===== config.mk =====
export PLATFORM = sky130hd
export DESIGN_NAME = lcd_scan_timing_stat
export DESIGN_NICKNAME = d
export VERILOG_FILES = /design/src/hw/rtl/lcdst_pkg.sv /design/src/hw/rtl/lcdst_in_reg.sv /design/src/hw/rtl/lcdst_core.sv /design/src/hw/rtl/lcdst_out_reg.sv /design/src/hw/rtl/lcd_scan_timing_stat.sv
export SDC_FILE = /design/constraint.sdc
export NUM_CORES = 1
export LEC_CHECK = 0
export ABC_AREA = 1
export BUFFER_PORTS_ARGS = -buffer_cell sky130_fd_sc_hd__buf_2
export CAP_MARGIN = 20
export CELL_PAD_IN_SITES_DETAIL_PLACEMENT = 1
export CELL_PAD_IN_SITES_GLOBAL_PLACEMENT = 1
export CORE_MARGIN = 2
export CORE_UTILIZATION = 45
export CTS_CLUSTER_DIAMETER = 30
export DETAILED_ROUTE_END_ITERATION = 12
export PLACE_DENSITY_LB_ADDON = 0.25
export SYNTH_ARGS = -nofsm -noshare
export SYNTH_HDL_FRONTEND = slang
export SYNTH_SLANG_ARGS = --single-unit

===== constraint.sdc =====
create_clock -name i_clk -period 5.55 [get_ports i_clk]
set_input_delay 0.555 -clock i_clk [delete_from_list [all_inputs] [get_ports i_clk]]
set_output_delay 0.555 -clock i_clk [all_outputs]
set_load 0.02 [all_outputs]

===== src/hw/rtl/lcdst_pkg.sv =====
// ----------------------------------------------------------------------------
// lcdst_pkg: LCD scan timing and status package
// Item types, register addresses, timing constants and status bit positions.
// ----------------------------------------------------------------------------
package lcdst_pkg;

    localparam logic [8:0] DOTS_PER_LINE = 9'd456;
    localparam logic [8:0] SEARCH_END    = 9'd80;
    localparam logic [8:0] DRAW_END      = 9'd252;
    localparam logic [7:0] VISIBLE_LINES = 8'd144;
    localparam logic [7:0] TOTAL_LINES   = 8'd154;

    localparam logic [15:0] ADDR_CTRL = 16'hFF40;
    localparam logic [15:0] ADDR_STAT = 16'hFF41;
    localparam logic [15:0] ADDR_LINE = 16'hFF44;

    localparam logic [1:0] OP_TICK  = 2'd0;
    localparam logic [1:0] OP_READ  = 2'd1;
    localparam logic [1:0] OP_WRITE = 2'd2;

    localparam logic [1:0] MODE_HBLANK = 2'd0;
    localparam logic [1:0] MODE_VBLANK = 2'd1;
    localparam logic [1:0] MODE_SEARCH = 2'd2;
    localparam logic [1:0] MODE_DRAW   = 2'd3;

    localparam int STAT_COIN     = 2;
    localparam int STAT_EN_HBL   = 3;
    localparam int STAT_EN_VBL   = 4;
    localparam int STAT_EN_SRCH  = 5;
    localparam int STAT_EN_COIN  = 6;
    localparam int CTRL_ENABLE   = 7;

    localparam logic [7:0] STAT_KEEP_MASK = 8'h87;
    localparam logic [7:0] STAT_WR_MASK   = 8'h78;
    localparam logic [7:0] UNMAPPED_BYTE  = 8'hFF;

    typedef struct packed {
        logic [1:0]  operation;
        logic [15:0] address;
        logic [7:0]  write_data;
    } t_in_item;

    typedef struct packed {
        logic [7:0] read_data;
        logic       vblank_request;
        logic       stat_request;
        logic [1:0] current_mode;
        logic [7:0] scan_line;
    } t_out_item;

endpackage


===== src/hw/rtl/lcdst_in_reg.sv =====
// ----------------------------------------------------------------------------
// lcdst_in_reg: input item register
// Captures one item per cycle while not stalled and holds it until the core takes it.
// ----------------------------------------------------------------------------
module lcdst_in_reg (
    input  logic                i_clk,
    input  logic                i_rst_n,
    input  logic                i_in_valid,
    output logic                o_in_stall,
    input  lcdst_pkg::t_in_item i_in_item,
    input  logic                i_take,
    output logic                o_valid,
    output lcdst_pkg::t_in_item o_item
);

    logic                r_valid;
    lcdst_pkg::t_in_item r_item;
    logic                w_load;

    assign o_in_stall = r_valid && !i_take;
    assign w_load     = i_in_valid && !o_in_stall;

    always_ff @(posedge i_clk) begin
        if (!i_rst_n) begin
            r_valid <= 1'b0;
        end else if (w_load) begin
            r_valid <= 1'b1;
        end else if (i_take) begin
            r_valid <= 1'b0;
        end
    end

    always_ff @(posedge i_clk) begin
        if (w_load) begin
            r_item <= i_in_item;
        end
    end

    assign o_valid = r_valid;
    assign o_item  = r_item;

endmodule


===== src/hw/rtl/lcdst_core.sv =====
// ----------------------------------------------------------------------------
// lcdst_core: scan timing state and step logic
// Holds dot, line, control, status and line-compare registers; computes the
// result of one item and commits the new state when the item advances.
// ----------------------------------------------------------------------------
module lcdst_core (
    input  logic                 i_clk,
    input  logic                 i_rst_n,
    input  logic                 i_cfg_write,
    input  logic [7:0]           i_cfg_data,
    input  logic                 i_fire,
    input  lcdst_pkg::t_in_item  i_item,
    output lcdst_pkg::t_out_item o_result
);

    logic [8:0] r_dot;
    logic [7:0] r_line;
    logic [7:0] r_ctrl;
    logic [7:0] r_stat;
    logic [7:0] r_cmp;

    logic [8:0] n_dot;
    logic [7:0] n_line;
    logic [7:0] n_ctrl;
    logic [7:0] n_stat;

    always_comb begin
        logic [8:0] d;
        logic [7:0] ln;
        logic [1:0] mode;
        logic       en;
        logic       coin;
        logic [7:0] rd;
        logic       vbl;
        logic       streq;

        n_dot  = r_dot;
        n_line = r_line;
        n_ctrl = r_ctrl;
        n_stat = r_stat;
        d      = r_dot + 9'd1;
        ln     = r_line;
        mode   = lcdst_pkg::MODE_HBLANK;
        en     = 1'b0;
        coin   = (r_line == r_cmp);
        rd     = 8'd0;
        vbl    = 1'b0;
        streq  = 1'b0;

        case (i_item.operation)
            lcdst_pkg::OP_TICK: begin
                if (!r_ctrl[lcdst_pkg::CTRL_ENABLE]) begin
                    n_dot  = 9'd0;
                    n_line = 8'd0;
                    n_stat = {r_stat[7:3], (r_cmp == 8'd0), lcdst_pkg::MODE_HBLANK};
                end else begin
                    if (d <= lcdst_pkg::SEARCH_END) begin
                        mode = lcdst_pkg::MODE_SEARCH;
                        en   = r_stat[lcdst_pkg::STAT_EN_SRCH];
                    end else if (d <= lcdst_pkg::DRAW_END) begin
                        mode = lcdst_pkg::MODE_DRAW;
                    end else begin
                        mode = lcdst_pkg::MODE_HBLANK;
                        en   = r_stat[lcdst_pkg::STAT_EN_HBL];
                    end
                    if (r_line >= lcdst_pkg::VISIBLE_LINES) begin
                        mode = lcdst_pkg::MODE_VBLANK;
                        en   = r_stat[lcdst_pkg::STAT_EN_VBL];
                    end
                    streq = (en && (mode != r_stat[1:0]))
                         || (coin && r_stat[lcdst_pkg::STAT_EN_COIN]);
                    if (d >= lcdst_pkg::DOTS_PER_LINE) begin
                        d   = 9'd0;
                        ln  = r_line + 8'd1;
                        vbl = (ln == lcdst_pkg::VISIBLE_LINES);
                    end
                    if (ln >= lcdst_pkg::TOTAL_LINES) begin
                        ln = 8'd0;
                    end
                    n_dot  = d;
                    n_line = ln;
                    n_stat = {r_stat[7:3], coin, mode};
                end
            end
            lcdst_pkg::OP_READ: begin
                if (i_item.address == lcdst_pkg::ADDR_CTRL) begin
                    rd = r_ctrl;
                end else if (i_item.address == lcdst_pkg::ADDR_STAT) begin
                    rd = r_stat;
                end else if (i_item.address == lcdst_pkg::ADDR_LINE) begin
                    rd = r_line;
                end else begin
                    rd = lcdst_pkg::UNMAPPED_BYTE;
                end
            end
            lcdst_pkg::OP_WRITE: begin
                if (i_item.address == lcdst_pkg::ADDR_CTRL) begin
                    n_ctrl = i_item.write_data;
                    if (!i_item.write_data[lcdst_pkg::CTRL_ENABLE]) begin
                        n_dot  = 9'd0;
                        n_line = 8'd0;
                        n_stat = {r_stat[7:2], lcdst_pkg::MODE_HBLANK};
                    end
                end else if (i_item.address == lcdst_pkg::ADDR_STAT) begin
                    n_stat = (r_stat & lcdst_pkg::STAT_KEEP_MASK)
                           | (i_item.write_data & lcdst_pkg::STAT_WR_MASK);
                end
            end
            default: begin
            end
        endcase

        o_result.read_data      = rd;
        o_result.vblank_request = vbl;
        o_result.stat_request   = streq;
        o_result.current_mode   = n_stat[1:0];
        o_result.scan_line      = n_line;
    end

    always_ff @(posedge i_clk) begin
        if (!i_rst_n) begin
            r_dot  <= 9'd0;
            r_line <= 8'd0;
            r_ctrl <= 8'd0;
            r_stat <= 8'd0;
        end else if (i_fire) begin
            r_dot  <= n_dot;
            r_line <= n_line;
            r_ctrl <= n_ctrl;
            r_stat <= n_stat;
        end
    end

    always_ff @(posedge i_clk) begin
        if (!i_rst_n) begin
            r_cmp <= 8'd0;
        end else if (i_cfg_write) begin
            r_cmp <= i_cfg_data;
        end
    end

endmodule


===== src/hw/rtl/lcdst_out_reg.sv =====
// ----------------------------------------------------------------------------
// lcdst_out_reg: result register
// Holds one result until the consumer takes it; frees when not stalled.
// ----------------------------------------------------------------------------
module lcdst_out_reg (
    input  logic                 i_clk,
    input  logic                 i_rst_n,
    input  logic                 i_load_req,
    input  lcdst_pkg::t_out_item i_result,
    output logic                 o_load,
    output logic                 o_out_valid,
    input  logic                 i_out_stall,
    output lcdst_pkg::t_out_item o_out_item
);

    logic                 r_valid;
    lcdst_pkg::t_out_item r_item;

    assign o_load = i_load_req && (!r_valid || !i_out_stall);

    always_ff @(posedge i_clk) begin
        if (!i_rst_n) begin
            r_valid <= 1'b0;
        end else if (o_load) begin
            r_valid <= 1'b1;
        end else if (!i_out_stall) begin
            r_valid <= 1'b0;
        end
    end

    always_ff @(posedge i_clk) begin
        if (o_load) begin
            r_item <= i_result;
        end
    end

    assign o_out_valid = r_valid;
    assign o_out_item  = r_item;

endmodule


===== src/hw/rtl/lcd_scan_timing_stat.sv =====
// ----------------------------------------------------------------------------
// lcd_scan_timing_stat: LCD scan timing and status block
// Dot/line scan counters, mode and coincidence status, interrupt requests
// and register reads/writes, one item per step.
//
//   channel  direction  handshake               payload
//   in       input      i_in_valid / o_in_stall   i_in_item  (t_in_item)
//   out      output     o_out_valid / i_out_stall o_out_item (t_out_item)
//   cfg      input      i_cfg_valid / o_cfg_ready i_cfg_data (line compare)
//
// One item per cycle sustained while the output is not stalled.
// Input register, combinational step logic, result register.
// Synchronous active-low reset clears all counters and status bytes.
// A stall on the output holds the result and backs up into o_in_stall.
// ----------------------------------------------------------------------------
module lcd_scan_timing_stat (
    input  logic                 i_clk,
    input  logic                 i_rst_n,
    input  logic                 i_in_valid,
    output logic                 o_in_stall,
    input  lcdst_pkg::t_in_item  i_in_item,
    output logic                 o_out_valid,
    input  logic                 i_out_stall,
    output lcdst_pkg::t_out_item o_out_item,
    input  logic                 i_cfg_valid,
    output logic                 o_cfg_ready,
    input  logic [7:0]           i_cfg_data
);

    logic                 w_item_valid;
    lcdst_pkg::t_in_item  w_item;
    logic                 w_fire;
    lcdst_pkg::t_out_item w_result;

    assign o_cfg_ready = 1'b1;

    lcdst_in_reg u_in_reg (
        .i_clk      (i_clk),
        .i_rst_n    (i_rst_n),
        .i_in_valid (i_in_valid),
        .o_in_stall (o_in_stall),
        .i_in_item  (i_in_item),
        .i_take     (w_fire),
        .o_valid    (w_item_valid),
        .o_item     (w_item)
    );

    lcdst_core u_core (
        .i_clk       (i_clk),
        .i_rst_n     (i_rst_n),
        .i_cfg_write (i_cfg_valid && o_cfg_ready),
        .i_cfg_data  (i_cfg_data),
        .i_fire      (w_fire),
        .i_item      (w_item),
        .o_result    (w_result)
    );

    lcdst_out_reg u_out_reg (
        .i_clk       (i_clk),
        .i_rst_n     (i_rst_n),
        .i_load_req  (w_item_valid),
        .i_result    (w_result),
        .o_load      (w_fire),
        .o_out_valid (o_out_valid),
        .i_out_stall (i_out_stall),
        .o_out_item  (o_out_item)
    );

endmodule


==> results_dict.tcl <==
set metrics [dict create \
    status "completed" \
    syn_avg_cell_area_um2 8.60 \
    grt_max_degree 33 \
    leakage_nw 1.91 \
    rsz0062_at_grt "no" \
    synth_top_family_by_area "simple AND/OR/NAND/NOR gates" \
    crit_family "simple AND/OR/NAND/NOR gates" \
    vias 3620 \
    r2r_slack_ps 2740 \
    tightest_slew_ps 951 \
    grt_overflow 0 \
    yosys.area_share.simple_pct 24.1 \
    cts-hold-fix-buffers 0 \
    top_usage_layer "met2" \
    setup_viol 0 \
    area_growth_syn_to_layout_pct 14.0 \
    syn_area_um2 4200 \
    r2r_start "u_in_reg.o_item[9]" \
    crit_top_cell "nand2_1" \
    grtUsageMet2_pct 40.2 \
    root_buffer "clkbuf_8" \
    numCtsBuffers 9 \
    crit_path_cell_trace "nor2_1 > inv_1 > nor3_1 > nand4_1 > o21ai_0 > nand2_1 > clkinv_1 > nand2_1 > nor2_2 > nand3_1 > a21oi_1" \
    hold_slack_ps 360 \
    core_area_um2 9150 \
    fin_crit_ps 2810 \
    start_util_pct 45.9 \
    detail-route-antenna-nets 0 \
    worstReg2RegEnd "u_core.r_dot[3]" \
    synth-seq-cells 89 \
    ctsHtreeMaxLevel 3 \
    clkTransAtPathRegs_ps 100 \
    grt_usage_pct 22.8 \
    startpoint_type "register" \
    port_buffers 60 \
    synth_nets 531 \
    wl_per_cell_um 16.3 \
    synthCells 488 \
    cpPeakStageDelay_ps 530 \
    synth_top_area_share_pct 32.9 \
    yosysTopAreaCell "edfxtp_1" \
    cp-end-kind "register" \
    cp_slowest_cell "nor2_2" \
    crit_path_start "u_in_reg.o_item[9]" \
    nNetsFinal 593 \
    cts_tree "built" \
    hp-start "i_in_item[25]" \
    cts_setup_buffers 0 \
    final-hold-violation-count 0 \
    die_y_um 101 \
    grt_first_pass_wirelength_um 18200 \
    synth_adder_area_share_pct 1.19 \
    muxShareOfSynthArea_pct 0 \
    finClkSkew_ps 11.6 \
    worstSetupEndpoint "u_core.r_dot[3]" \
    synthTopCellsByArea "edfxtp_1 33%, dfxtp_1 21%, nand2_1 8.0%" \
    viasPerCell 5.44 \
    detailed_place_hpwl_um 8080 \
    gr-usage-met3_pct 4.16 \
    drc_errors 0 \
    crit_required_ps 5820 \
    peakVddDrop_uv 125 \
    worst_ep_arrival_time_ps 3080 \
    rows 35 \
    fmax_mhz 356 \
    dr.pass1.iters 4 \
    maxCapViolations 0 \
    synth_compound_area_share_pct 12.5 \
    cts.sinks 89 \
    place.gp.congestion 0.905 \
    ys.flop_type "edfxtp_1" \
    synth-xor-area-share_pct 2.09 \
    fin_crit_sh_pct 50.7 \
    grt_pass1_vias 3729 \
    io_pins 62 \
    cts_resized 0 \
    die-area_um2 10100 \
    die_w_um 101 \
    powerDensity_nw_per_um2 261 \
    drive_above_1_share_pct 18.0 \
    min-delay-path-class "in2reg" \
    yosys_warnings 0 \
    use_met1_pct 29.0 \
    setup_total_negative_slack_ps 0 \
    critPathBufInv 2 \
    drtIter0Drc 119 \
    fill_cells 1122 \
    n_antenna_cell 0 \
    critical_path_class "reg2reg" \
    clock_path_buffers 2 \
    ys_seq_area_share_pct 53.4 \
    clock_latency_ps 360 \
    ys_types 36 \
    slew_viol_final 0 \
    async_reset_ff_share_pct 0 \
    cp.depth 11 \
    slew_headroom_pct 36.2 \
    reg2reg_depth 11 \
    crit_fanout 18 \
    drt-total-wl_um 10900 \
    synth-edff-count 46 \
    antenna_found_initial 0 \
]
worst min-delay path by stage:
stage	endpoint	slack, ps	cells past startpoint
5_1_grt	u_in_reg.o_item[3]	330	1
3_5_place_dp	u_core.r_stat[7]	430	2
6_report	u_in_reg.o_item[25]	360	1
3_3_place_gp	u_core.r_stat[7]	420	2
4_1_cts	u_in_reg.o_item[20]	350	1
2_1_floorplan	u_core.r_stat[7]	410	2
cell usage after synthesis, drive strengths merged (6+ instances only):
| library cell | instances |
|---|---|
| a211oi | 8 |
| clkbuf | 7 |
| a21oi | 31 |
| nand4 | 11 |
| nand2 | 96 |
| nor3 | 6 |
| nor2 | 67 |
| o21ai | 41 |
| inv | 51 |
| nand3 | 35 |
| dfxtp | 43 |
| nor4 | 8 |
| edfxtp | 46 |
flip-flops by register name, indices dropped and copies added, names as in the netlist:
name	count
u_in_reg.o_item	26
u_out_reg.o_out_item	20
u_core.r_dot	9
u_core.r_cmp	8
u_core.r_ctrl	8
u_core.r_line	8
u_core.r_stat	8
u_in_reg.o_valid	1
u_out_reg.o_out_valid	1
cells by family after synthesis:
group | after synthesis
AND/OR/NAND/NOR | 225
AO/OA/AOI/OAI | 91
flip-flops | 89
buffers and inverters | 68
XOR/XNOR | 10
adder cells (fa/ha/maj) | 4
other | 1
metrics by stage:
stage          std cells  setup WS, ps  total power [mW]  cell area (µm²)  utilization [%]
6_report             666          2740              1.25             4780             52.3
5_1_grt              666          2390              1.30             4780             52.3
4_1_cts              665          2720              1.26             4780             52.2
3_5_place_dp         649          2530             0.823             4590             50.1
3_3_place_gp         649          2690             0.818             4590             50.1
2_1_floorplan        488          3360             0.787             4200                -
per-layer routing:
layer	vias to the layer above	part of all wire [%]
met2	81	51
li1	1779	-
met4	0	0.81
met1	1752	45
met3	8	3.8
met5	-	0
layout make-up:
| cell class | count | area (µm²) | area share (%) |
|---|---|---|---|
| Clock buffer | 9 | 124 | 2.59 |
| Clock inverter | 7 | 68.8 | 1.44 |
| Inverter | 56 | 210 | 4.39 |
| Multi-Input combinational cell | 331 | 1680 | 35.1 |
| Sequential cell | 89 | 2240 | 46.9 |
| Tap cell | 111 | 139 | 2.90 |
| Timing Repair Buffer | 63 | 320 | 6.69 |
cell usage in the layout, fill, tap and decap left out, drive strengths merged:
cell type	n
buf	63
a221oi	5
o21ai	41
xor2	5
nand2	96
a21oi	31
nor3	6
o22ai	1
and2	2
o31ai	1
ha	4
conb	1
nand3	35
clkbuf	9
nor2	67
nand4	11
a211oi	8
clkinv	7
inv	56
nor4	8
xnor2	5
a31oi	2
dfxtp	43
edfxtp	46
o21bai	2
where the power goes:
part / leakage (nW) / switching, mW / internal [mW]
combinational: 1.01 / 0.0538 / 0.0265
sequential: 0.804 / 0.0114 / 0.716
clock: 0.100 / 0.266 / 0.177
Power figures use the tool's default switching activity.
